$ cat src/hw/rtl/pltf_pkg.sv
// Package for the piecewise-linear table fill unit.
// Holds field widths, reset values and the command/status words between the
// controller and the datapath. No dependencies.
package pltf_pkg;

   // Field widths
   localparam int COORD_W    = 17;   // Q1.16 coordinate
   localparam int SIZE_W     = 7;    // table size register
   localparam int INDEX_W    = 6;    // entry index port
   localparam int DIFF_W     = 18;   // signed coordinate difference
   localparam int MUL_W      = 24;   // size times coordinate
   localparam int DEN_W      = 23;   // size times segment width, magnitude
   localparam int OFF_W      = 25;   // signed entry offset
   localparam int NUM_W      = 43;   // signed interpolation numerator
   localparam int DIVIDEND_W = 42;   // magnitude into the divider
   localparam int DCNT_W     = 6;    // divider iteration count
   localparam int ACC_W      = 44;   // signed running quotient
   localparam int FRAC_W     = 16;

   // Reset values and defaults
   localparam logic [SIZE_W-1:0] TABLE_SIZE_RESET = 7'd64;
   localparam int DEFAULT_MAX_ENTRIES = 64;
   localparam logic [COORD_W-1:0] VALUE_ONE = 17'h10000;

   // Commands from the controller to the datapath
   typedef struct packed {
      logic load_first;
      logic latch_cur;
      logic prod1;
      logic offset;
      logic prod2;
      logic sum;
      logic div_start_num;
      logic div_start_step;
      logic latch_num;
      logic latch_step;
      logic advance;
      logic commit;
      logic emit;
   } pltf_cmd_type;

   // Status from the datapath to the controller
   typedef struct packed {
      logic have_prev;
      logic seg_empty;
      logic div_done;
      logic last_entry;
   } pltf_status_type;

endpackage

$ cat src/hw/rtl/piecewise_linear_table_fill_unit.sv
// Piecewise-linear table fill unit: samples a chain of Q1.16 control points
// into table entries. A point that starts a curve is taken while idle; a
// segment that emits nothing frees the input after PROD1, OFFSET, PROD2 and SUM;
// else the first entry word follows two serial divisions, then one entry word
// per cycle while rsp_ready is high. Synchronous reset clears
// the curve state and sets the table size to 64. Depends on pltf_pkg.
module piecewise_linear_table_fill_unit
   import pltf_pkg::*;
#(
   parameter int MAX_ENTRIES = DEFAULT_MAX_ENTRIES
)
(
   input  logic               clock,
   input  logic               reset,
   input  logic               csr_valid,
   output logic               csr_ready,
   input  logic [SIZE_W-1:0]  csr_table_size,
   input  logic               req_valid,
   output logic               req_ready,
   input  logic [COORD_W-1:0] req_point_x,
   input  logic [COORD_W-1:0] req_point_y,
   input  logic               req_first_point,
   output logic               rsp_valid,
   input  logic               rsp_ready,
   output logic [INDEX_W-1:0] rsp_entry_index,
   output logic [COORD_W-1:0] rsp_entry_value,
   output logic               rsp_last_of_segment
);

   pltf_cmd_type    cmd;
   pltf_status_type status;

   // Configuration is always taken
   assign csr_ready = 1'b1;

   pltf_ctrl u_ctrl (
      .clock           (clock),
      .reset           (reset),
      .req_valid       (req_valid),
      .req_ready       (req_ready),
      .req_first_point (req_first_point),
      .rsp_valid       (rsp_valid),
      .rsp_ready       (rsp_ready),
      .status          (status),
      .cmd             (cmd)
   );

   pltf_datapath #(
      .MAX_ENTRIES (MAX_ENTRIES)
   ) u_datapath (
      .clock               (clock),
      .reset               (reset),
      .cmd                 (cmd),
      .status              (status),
      .req_point_x         (req_point_x),
      .req_point_y         (req_point_y),
      .csr_write           (csr_valid & csr_ready),
      .csr_table_size      (csr_table_size),
      .rsp_entry_index     (rsp_entry_index),
      .rsp_entry_value     (rsp_entry_value),
      .rsp_last_of_segment (rsp_last_of_segment)
   );

endmodule

$ cat src/hw/rtl/pltf_div.sv
// Restoring divider, one quotient bit per cycle, unsigned operands.
// Used by the datapath for the segment start value and per-entry step.
// Depends on pltf_pkg.
module pltf_div
   import pltf_pkg::*;
(
   input  logic                  clock,
   input  logic                  reset,
   input  logic                  start,
   input  logic [DIVIDEND_W-1:0] dividend,
   input  logic [DEN_W-1:0]      divisor,
   output logic                  done,
   output logic [DIVIDEND_W-1:0] quotient,
   output logic [DEN_W-1:0]      remainder
);

   logic                  busy_ff, busy_in;
   logic                  done_ff, done_in;
   logic [DCNT_W-1:0]     count_ff, count_in;
   logic [DIVIDEND_W-1:0] dvd_ff, dvd_in;
   logic [DEN_W-1:0]      rem_ff, rem_in;
   logic [DEN_W-1:0]      div_ff, div_in;
   logic [DEN_W:0]        rem_sh;
   logic                  fits;

   // Shift in the next dividend bit and try the subtract
   assign rem_sh = {rem_ff, dvd_ff[DIVIDEND_W-1]};
   assign fits   = rem_sh >= {1'b0, div_ff};

   always_comb begin
      busy_in  = busy_ff;
      done_in  = done_ff;
      count_in = count_ff;
      dvd_in   = dvd_ff;
      rem_in   = rem_ff;
      div_in   = div_ff;
      if (start) begin
         busy_in  = 1'b1;
         done_in  = 1'b0;
         count_in = DCNT_W'(DIVIDEND_W);
         dvd_in   = dividend;
         rem_in   = '0;
         div_in   = divisor;
      end else if (busy_ff) begin
         rem_in   = fits ? DEN_W'(rem_sh - {1'b0, div_ff}) : rem_sh[DEN_W-1:0];
         dvd_in   = {dvd_ff[DIVIDEND_W-2:0], fits};
         count_in = count_ff - 1'b1;
         if (count_ff == DCNT_W'(1)) begin
            busy_in = 1'b0;
            done_in = 1'b1;
         end
      end
   end

   // Control registers
   always_ff @(posedge clock) begin
      if (reset) begin
         busy_ff  <= 1'b0;
         done_ff  <= 1'b0;
         count_ff <= '0;
      end else begin
         busy_ff  <= busy_in;
         done_ff  <= done_in;
         count_ff <= count_in;
      end
   end

   // Operand registers
   always_ff @(posedge clock) begin
      dvd_ff <= dvd_in;
      rem_ff <= rem_in;
      div_ff <= div_in;
   end

   assign done      = done_ff;
   assign quotient  = dvd_ff;
   assign remainder = rem_ff;

   a_start_clears_done: assert property (@(posedge clock) disable iff (reset)
      start |=> busy_ff && !done_ff)
      else $error("divider did not begin after start");

   a_rem_below_divisor: assert property (@(posedge clock) disable iff (reset)
      busy_ff |-> rem_ff < div_ff)
      else $error("partial remainder not below divisor");

endmodule

$ cat src/hw/rtl/pltf_datapath.sv
// Datapath: curve state, segment setup products, divider and the
// incremental quotient/remainder walk that yields each table entry.
// Depends on pltf_pkg and pltf_div.
module pltf_datapath
   import pltf_pkg::*;
#(
   parameter int MAX_ENTRIES = DEFAULT_MAX_ENTRIES
)
(
   input  logic                  clock,
   input  logic                  reset,
   input  pltf_cmd_type          cmd,
   output pltf_status_type       status,
   input  logic [COORD_W-1:0]    req_point_x,
   input  logic [COORD_W-1:0]    req_point_y,
   input  logic                  csr_write,
   input  logic [SIZE_W-1:0]     csr_table_size,
   output logic [INDEX_W-1:0]    rsp_entry_index,
   output logic [COORD_W-1:0]    rsp_entry_value,
   output logic                  rsp_last_of_segment
);

   localparam logic [SIZE_W-1:0] MAX_SIZE = SIZE_W'(MAX_ENTRIES);

   // Curve state and configuration
   logic [SIZE_W-1:0]  table_size_ff;
   logic [COORD_W-1:0] prev_x_ff, prev_y_ff;
   logic [SIZE_W-1:0]  fill_start_ff;
   logic               have_prev_ff;

   // Segment setup registers
   logic [COORD_W-1:0]       cur_x_ff, cur_y_ff;
   logic signed [DIFF_W-1:0] dx_ff, dy_ff, dy_eff_ff;
   logic                     dx_zero_ff;
   logic [DEN_W-1:0]         den_ff;
   logic [MUL_W-1:0]         npx_ff;
   logic [SIZE_W-1:0]        next_ff;
   logic signed [OFF_W-1:0]  off_ff;
   logic [DEN_W+COORD_W-1:0] p1_ff;
   logic signed [NUM_W-1:0]  p2_ff, num_ff;

   // Entry walk registers
   logic [SIZE_W-1:0]        j_ff;
   logic signed [ACC_W-1:0]  q_ff, sq_ff;
   logic [DEN_W-1:0]         r_ff, sr_ff;
   logic                     neg_ff;

   // Combinational values
   logic [SIZE_W-1:0]        n_eff;
   logic signed [DIFF_W-1:0] dx_in, dy_in, dx_abs;
   logic [MUL_W-1:0]         den_prod, npx_prod, nx_prod;
   logic [MUL_W:0]           nx_up;
   logic [MUL_W-FRAC_W:0]    next_raw;
   logic [SIZE_W-1:0]        next_in;
   logic signed [NUM_W-1:0]  step_val, div_src;
   logic [NUM_W-1:0]         div_abs;
   logic                     div_neg;
   logic                     div_done;
   logic [DIVIDEND_W-1:0]    div_quot;
   logic [DEN_W-1:0]         div_rem;
   logic signed [ACC_W-1:0]  q_fix;
   logic [DEN_W-1:0]         r_fix;
   logic [DEN_W:0]           r_sum;
   logic                     r_wrap;

   // Clamp the table size to 1..MAX_ENTRIES
   always_comb begin
      priority if (table_size_ff == '0) n_eff = SIZE_W'(1);
      else if (table_size_ff > MAX_SIZE)  n_eff = MAX_SIZE;
      else                                n_eff = table_size_ff;
   end

   // Differences against the stored point, taken from the incoming word
   assign dx_in = $signed({1'b0, req_point_x}) - $signed({1'b0, prev_x_ff});
   assign dy_in = $signed({1'b0, req_point_y}) - $signed({1'b0, prev_y_ff});

   // First products: denominator, start offset term and fill limit
   assign dx_abs   = dx_ff[DIFF_W-1] ? -dx_ff : dx_ff;
   assign den_prod = MUL_W'(n_eff) * MUL_W'(dx_abs[COORD_W-1:0]);
   assign npx_prod = MUL_W'(n_eff) * MUL_W'(prev_x_ff);
   assign nx_prod  = MUL_W'(n_eff) * MUL_W'(cur_x_ff);
   assign nx_up    = {1'b0, nx_prod} + (MUL_W+1)'(2**FRAC_W - 1);
   assign next_raw = nx_up[MUL_W:FRAC_W];
   assign next_in  = (next_raw > (MUL_W-FRAC_W+1)'(n_eff)) ? n_eff : next_raw[SIZE_W-1:0];

   // Divider operand: numerator or per-entry step, sign split off
   assign step_val = NUM_W'(dy_eff_ff) <<< FRAC_W;
   assign div_src  = cmd.div_start_step ? step_val : num_ff;
   assign div_neg  = div_src[NUM_W-1];
   assign div_abs  = div_neg ? NUM_W'(-div_src) : NUM_W'(div_src);

   pltf_div u_div (
      .clock     (clock),
      .reset     (reset),
      .start     (cmd.div_start_num | cmd.div_start_step),
      .dividend  (div_abs[DIVIDEND_W-1:0]),
      .divisor   (den_ff),
      .done      (div_done),
      .quotient  (div_quot),
      .remainder (div_rem)
   );

   // Turn the truncating result into a floor quotient with a non-negative remainder
   always_comb begin
      if (neg_ff && div_rem != '0) begin
         q_fix = ~ACC_W'(div_quot);
         r_fix = den_ff - div_rem;
      end else if (neg_ff) begin
         q_fix = -ACC_W'(div_quot);
         r_fix = '0;
      end else begin
         q_fix = ACC_W'(div_quot);
         r_fix = div_rem;
      end
   end

   // Step to the next entry: add the step and carry the remainder over
   assign r_sum  = {1'b0, r_ff} + {1'b0, sr_ff};
   assign r_wrap = r_sum >= {1'b0, den_ff};

   // Curve state and configuration register
   always_ff @(posedge clock) begin
      if (reset) begin
         table_size_ff <= TABLE_SIZE_RESET;
         prev_x_ff     <= '0;
         prev_y_ff     <= '0;
         fill_start_ff <= '0;
         have_prev_ff  <= 1'b0;
      end else begin
         if (csr_write) begin
            table_size_ff <= csr_table_size;
         end
         if (cmd.load_first) begin
            prev_x_ff     <= req_point_x;
            prev_y_ff     <= req_point_y;
            fill_start_ff <= '0;
            have_prev_ff  <= 1'b1;
         end else if (cmd.commit) begin
            prev_x_ff     <= cur_x_ff;
            prev_y_ff     <= cur_y_ff;
            fill_start_ff <= next_ff;
         end
      end
   end

   // Segment setup pipeline
   always_ff @(posedge clock) begin
      if (cmd.latch_cur) begin
         cur_x_ff   <= req_point_x;
         cur_y_ff   <= req_point_y;
         dx_ff      <= dx_in;
         dy_ff      <= dy_in;
         dx_zero_ff <= dx_in == '0;
      end
      if (cmd.prod1) begin
         den_ff    <= den_prod[DEN_W-1:0];
         npx_ff    <= npx_prod;
         next_ff   <= next_in;
         dy_eff_ff <= dx_ff[DIFF_W-1] ? -dy_ff : dy_ff;
      end
      if (cmd.offset) begin
         off_ff <= $signed({2'b0, fill_start_ff, FRAC_W'(0)}) - $signed({1'b0, npx_ff});
         j_ff   <= fill_start_ff;
      end else if (cmd.advance) begin
         j_ff   <= j_ff + 1'b1;
      end
      if (cmd.prod2) begin
         p1_ff <= (DEN_W+COORD_W)'(prev_y_ff) * (DEN_W+COORD_W)'(den_ff);
         p2_ff <= NUM_W'(off_ff) * NUM_W'(dy_eff_ff);
      end
      if (cmd.sum) begin
         num_ff <= $signed(NUM_W'(p1_ff)) + p2_ff;
      end
   end

   // Divider bookkeeping and the entry walk
   always_ff @(posedge clock) begin
      if (cmd.div_start_num | cmd.div_start_step) begin
         neg_ff <= div_neg;
      end
      if (cmd.latch_num) begin
         q_ff <= q_fix;
         r_ff <= r_fix;
      end else if (cmd.advance) begin
         q_ff <= q_ff + sq_ff + ACC_W'(r_wrap);
         r_ff <= r_wrap ? DEN_W'(r_sum - {1'b0, den_ff}) : r_sum[DEN_W-1:0];
      end
      if (cmd.latch_step) begin
         sq_ff <= q_fix;
         sr_ff <= r_fix;
      end
   end

   assign status.have_prev  = have_prev_ff;
   assign status.seg_empty  = dx_zero_ff || (fill_start_ff >= next_ff);
   assign status.div_done   = div_done;
   assign status.last_entry = (j_ff + 1'b1) == next_ff;

   // Saturate the running quotient to 0..1.0
   always_comb begin
      priority if (q_ff < 0)                        rsp_entry_value = '0;
      else if (q_ff > $signed(ACC_W'(VALUE_ONE)))   rsp_entry_value = VALUE_ONE;
      else                                          rsp_entry_value = q_ff[COORD_W-1:0];
   end

   assign rsp_entry_index     = j_ff[INDEX_W-1:0];
   assign rsp_last_of_segment = status.last_entry;

   a_index_below_limit: assert property (@(posedge clock) disable iff (reset)
      cmd.emit |-> j_ff < next_ff)
      else $error("entry index reached the fill limit");

   a_remainder_bounded: assert property (@(posedge clock) disable iff (reset)
      cmd.emit |-> r_ff < den_ff)
      else $error("running remainder not below denominator");

endmodule

$ cat src/hw/rtl/pltf_ctrl.sv
// Controller: sequences point acceptance, segment setup, the two divisions
// and entry emission. Drives the datapath through pltf_cmd_type.
// Depends on pltf_pkg.
module pltf_ctrl
   import pltf_pkg::*;
(
   input  logic            clock,
   input  logic            reset,
   input  logic            req_valid,
   output logic            req_ready,
   input  logic            req_first_point,
   output logic            rsp_valid,
   input  logic            rsp_ready,
   input  pltf_status_type status,
   output pltf_cmd_type    cmd
);

   typedef enum logic [9:0] {
      ST_IDLE      = 10'b00_0000_0001,
      ST_PROD1     = 10'b00_0000_0010,
      ST_OFFSET    = 10'b00_0000_0100,
      ST_PROD2     = 10'b00_0000_1000,
      ST_SUM       = 10'b00_0001_0000,
      ST_LOAD_NUM  = 10'b00_0010_0000,
      ST_WAIT_NUM  = 10'b00_0100_0000,
      ST_LOAD_STEP = 10'b00_1000_0000,
      ST_WAIT_STEP = 10'b01_0000_0000,
      ST_EMIT      = 10'b10_0000_0000
   } pltf_state_type;

   pltf_state_type state_ff, state_in;

   // Next state and commands
   always_comb begin
      state_in = state_ff;
      cmd      = '0;
      unique case (state_ff)
         ST_IDLE: begin
            if (req_valid) begin
               if (req_first_point || !status.have_prev) begin
                  cmd.load_first = 1'b1;
               end else begin
                  cmd.latch_cur = 1'b1;
                  state_in      = ST_PROD1;
               end
            end
         end
         ST_PROD1: begin
            cmd.prod1 = 1'b1;
            state_in  = ST_OFFSET;
         end
         ST_OFFSET: begin
            cmd.offset = 1'b1;
            state_in   = ST_PROD2;
         end
         ST_PROD2: begin
            cmd.prod2 = 1'b1;
            state_in  = ST_SUM;
         end
         ST_SUM: begin
            cmd.sum = 1'b1;
            if (status.seg_empty) begin
               cmd.commit = 1'b1;
               state_in   = ST_IDLE;
            end else begin
               state_in = ST_LOAD_NUM;
            end
         end
         ST_LOAD_NUM: begin
            cmd.div_start_num = 1'b1;
            state_in          = ST_WAIT_NUM;
         end
         ST_WAIT_NUM: begin
            if (status.div_done) begin
               cmd.latch_num = 1'b1;
               state_in      = ST_LOAD_STEP;
            end
         end
         ST_LOAD_STEP: begin
            cmd.div_start_step = 1'b1;
            state_in           = ST_WAIT_STEP;
         end
         ST_WAIT_STEP: begin
            if (status.div_done) begin
               cmd.latch_step = 1'b1;
               state_in       = ST_EMIT;
            end
         end
         ST_EMIT: begin
            cmd.emit = 1'b1;
            if (rsp_ready) begin
               if (status.last_entry) begin
                  cmd.commit = 1'b1;
                  state_in   = ST_IDLE;
               end else begin
                  cmd.advance = 1'b1;
               end
            end
         end
         default: begin
            state_in = ST_IDLE;
         end
      endcase
   end

   always_ff @(posedge clock) begin
      if (reset) begin
         state_ff <= ST_IDLE;
      end else begin
         state_ff <= state_in;
      end
   end

   assign req_ready = state_ff == ST_IDLE;
   assign rsp_valid = state_ff == ST_EMIT;

   a_emit_needs_curve: assert property (@(posedge clock) disable iff (reset)
      rsp_valid |-> status.have_prev)
      else $error("entry word emitted without a started curve");

endmodule

$ cat config.mk
export PLATFORM = sky130hd
export DESIGN_NAME = piecewise_linear_table_fill_unit
export DESIGN_NICKNAME = d
export VERILOG_FILES = /design/src/hw/rtl/pltf_pkg.sv /design/src/hw/rtl/piecewise_linear_table_fill_unit.sv /design/src/hw/rtl/pltf_div.sv /design/src/hw/rtl/pltf_datapath.sv /design/src/hw/rtl/pltf_ctrl.sv
export SDC_FILE = /design/constraint.sdc
export NUM_CORES = 2
export LEC_CHECK = 0
export BUFFER_PORTS_ARGS = -buffer_cell sky130_fd_sc_hd__buf_4
export CAP_MARGIN = 25
export CORE_MARGIN = 2
export CORE_UTILIZATION = 45
export CTS_CLUSTER_SIZE = 28
export DETAILED_ROUTE_END_ITERATION = 16
export PLACE_DENSITY = 0.72
export SYNTH_ARGS = -nofsm -noshare
export SYNTH_HDL_FRONTEND = slang
export SYNTH_SLANG_ARGS = --single-unit
export TNS_END_PERCENT = 100
$ cat constraint.sdc
create_clock -name clock -period 9.1 [get_ports clock]
set_input_delay 1.365 -clock clock [delete_from_list [all_inputs] [get_ports clock]]
set_output_delay 1.365 -clock clock [all_outputs]
set_load 0.03 [all_outputs]
==> flow_summary.json <==
{
  "worst-r2r-setup-slack_ns": 1.14,
  "wl_mm": 200,
  "final_antenna_net_count": 0,
  "mappedNetlistNets": 9473,
  "mostFrequentLayoutCell": "sky130_fd_sc_hd__inv_1",
  "cts_inserted_buffers": 69,
  "post_cts_buffers": 0,
  "antenna_found_initial": 7,
  "worst_path_largest_cell_delay_ns": 0.69,
  "layout.area.seq_mm2": 0.0168,
  "met3WireLength_mm": 17.2,
  "crit_arrival_ns": 8.39,
  "start_kind": "flip-flop",
  "cts-root-to-sink-buffers": 3,
  "die-area_mm2": 0.166,
  "cp_num_buf_inv": 4,
  "ys_async_sr_fraction_pct": 0,
  "place.detailed.hpwl_mm": 155,
  "path_class": "reg2reg",
  "tritoncts": "yes",
  "netlist_instances": 7845,
  "synth.area.top_cells": "sky130_fd_sc_hd__fa_1 27%, sky130_fd_sc_hd__edfxtp_1 21%, sky130_fd_sc_hd__ha_1 10%",
  "final.hold.worst_slack_ns": 0.482,
  "synth_sequential_area_ratio_pct": 23.0,
  "detailedRoute.firstPassIterationCount": 7,
  "n_antenna_cell": 0,
  "fmax_mhz": 126,
  "stdcell_area_mm2": 0.0786,
  "i_o_pin_count": 74,
  "fp-row-count": 148,
  "num-fill-cells": 14862,
  "path_cells": "buf_4 > inv_1 > and3_1 > fa_1 > fa_1 > inv_1 > fa_1 > inv_1 > ha_1 > a21oi_1 > o21ai_0 > nor4_1 > o211ai_1 > a41oi_1 > o21ai_0 > or2_2 > a21oi_1 > xnor2_1 > ha_1 > a21oi_1 > a41oi_1 > a21oi_2 > mux2_2",
  "slew_headroom_pct": 27.4,
  "first_iter_violations": 4615,
  "placedInstanceArea_mm2": 0.0762,
  "start_util_pct": 45.2,
  "synth_edf_count": 501,
  "overflow": 0,
  "synth_flop_cell": "sky130_fd_sc_hd__edfxtp_1",
  "tightest_slew_ns": 1.09,
  "clock-sinks": 591,
  "worstPathRequired_ns": 9.53,
  "finalClockSkew_ns": 0.0353,
  "synth_seq_cells": 591,
  "cts_root_buf": "sky130_fd_sc_hd__clkbuf_16",
  "cts-htree-levels": 3,
  "numPortBuffers": 72,
  "vias": 56514,
  "report.final.slew_viol_count": 0,
  "die_y_um": 408,
  "hold_class": "reg2reg",
  "maxUsedRoutingLayer": "met5",
  "worstPathMaxFanout": 36,
  "power_leakage_uw": 0.0349,
  "crit_path_end_kind": "flip-flop",
  "yosys_warnings": 0,
  "cellPowerDensity_mw_per_mm2": 113,
  "post-route-drc-count": 0,
  "routedLengthMet1_mm": 79.1,
  "final_replace_weighted_congestion": 0.957,
  "irDropWorstVdd_mv": 0.164,
  "synth.cell_area_mm2": 0.0734,
  "setup_viol": 0,
  "global_route_wire_length_before_repair_mm": 317,
  "flow.area_growth_from_synthesis_pct": 7.09,
  "post_drt_wl_per_cell_um": 20.0,
  "timing.final.hold_violations": 0,
  "worstSkewPairLatency_ns": 0.69,
  "setup_tns_after_final_layout_ns": 0,
  "stdcell_count": 9994,
  "rsz0062_at_grt": "false",
  "cts_hold_buffers": 0,
  "timing.max_cap.violations": 0,
  "grtUsageTotal_pct": 24.1,
  "synth_top_cell_area_share_pct": 27.0,
  "layout.nets": 9393,
  "layout.cells.most_common_list": "1210 x sky130_fd_sc_hd__inv_1, 1063 x sky130_fd_sc_hd__nand2_1, 990 x sky130_fd_sc_hd__fa_1, 591 x sky130_fd_sc_hd__ha_1, 504 x sky130_fd_sc_hd__nor2_1",
  "grt_start_max_net_pins": 72,
  "postSynthAreaPerCell_um2": 9.35,
  "core_region_area_mm2": 0.162,
  "period_share_pct": 87.5,
  "first_global_vias": 58296,
  "clkTransAtPathRegs_ns": 0.06,
  "route.met2.wl_mm": 94.9,
  "crit_family": "adder cells",
  "worst_path_max_delay_cell": "sky130_fd_sc_hd__dfxtp_2",
  "fin_crit_ns": 7.96,
  "drt-vias-per-instance": 5.65,
  "numPlacedInstances": 9866,
  "run_status": "completed",
  "fp.dieW_um": 408,
  "final_layout_size_suffix_gt1_share_pct": 4.68,
  "synth.largest_area_cell": "sky130_fd_sc_hd__fa_1",
  "cts_resized": 0,
  "multiInputGateArea_mm2": 0.0508,
  "synth.lib_cells_used.distinct": 87
}
==> cells by family after synthesis <==
group	share of synthesized area, %
compound gates	10.2
mux	1.58
flops	23.0
buf+inv	7.90
simple gates	15.1
xor+xnor	5.17
other cells	0.00511
fa+ha+maj	37.1
==> where the power goes <==
part           internal, µW  switching [µW]  leakage [µW]  total, µW
clock network          1660            1240       0.00110       2890
registers              3050            88.8       0.00526       3140
logic                  1140            1680        0.0286       2830
==> per-layer routing <==
metal | vias to the layer above | GRT usage (%)
li1 | 25437 | -
met1 | 28186 | 30.9
met2 | 2349 | 40.2
met3 | 528 | 4.32
met4 | 14 | 9.69
met5 | - | 0
==> state kept, by name, indices dropped and copies added, names as in the netlist, 24 cells and up <==
register,flops
u_datapath.q_ff,44
u_datapath.sq_ff,44
u_datapath.num_ff,43
u_datapath.p2_ff,43
u_datapath.u_div.quotient,42
u_datapath.p1_ff,40
u_datapath.off_ff,25
u_datapath.npx_ff,24
==> through the flow <==
stage	utilization (%)	setup WS, ns	power, µW
3_3_place_gp	46.9	1.24	5920
4_1_cts	48.3	1.17	8890
2_1_floorplan	-	1.86	5210
5_1_grt	48.4	0.627	9330
3_5_place_dp	46.9	1.17	6000
6_report	48.4	1.14	8870
==> cell usage after synthesis (66+ instances only) <==
master and n:
sky130_fd_sc_hd__nor3_1 103, sky130_fd_sc_hd__ha_1 591, sky130_fd_sc_hd__xnor2_1 301, sky130_fd_sc_hd__nand3_1 78, sky130_fd_sc_hd__a21o_1 114, sky130_fd_sc_hd__dfxtp_1 90
sky130_fd_sc_hd__and2_1 256, sky130_fd_sc_hd__o21ai_0 280, sky130_fd_sc_hd__fa_1 990, sky130_fd_sc_hd__xor2_1 132, sky130_fd_sc_hd__edfxtp_1 501, sky130_fd_sc_hd__nand2b_1 66
sky130_fd_sc_hd__mux2i_1 93, sky130_fd_sc_hd__inv_1 1212, sky130_fd_sc_hd__nand2_1 1064, sky130_fd_sc_hd__nor2_1 506, sky130_fd_sc_hd__a21oi_1 359, sky130_fd_sc_hd__clkbuf_1 289
==> worst min-delay path, cell delays in order, from the launching register on <==
cell and delay [ns]:
sky130_fd_sc_hd__dfxtp_1 0.31, sky130_fd_sc_hd__inv_1 0.06, sky130_fd_sc_hd__a21oi_1 0.06
==> layout make-up <==
class                   count  area share [%]
clock buffers              84            2.31
clock inverters            41           0.597
inverters                1219            5.82
multi-input cells        5720            64.7
flip-flops and latches    591            21.4
well taps                2175            3.46
repair buffers            164            1.65
==> path summary, 6_finish.rpt <==
kind | startpoint | to | depth (start not counted)
max | u_datapath.table_size_ff[6] | u_datapath.next_ff[2] | 23
min | u_datapath.have_prev_ff | u_datapath.have_prev_ff | 2
max reg2reg | u_datapath.table_size_ff[6] | u_datapath.next_ff[2] | 23
min reg2reg | u_datapath.have_prev_ff | u_datapath.have_prev_ff | 2
(Power assumes the default switching activity.)
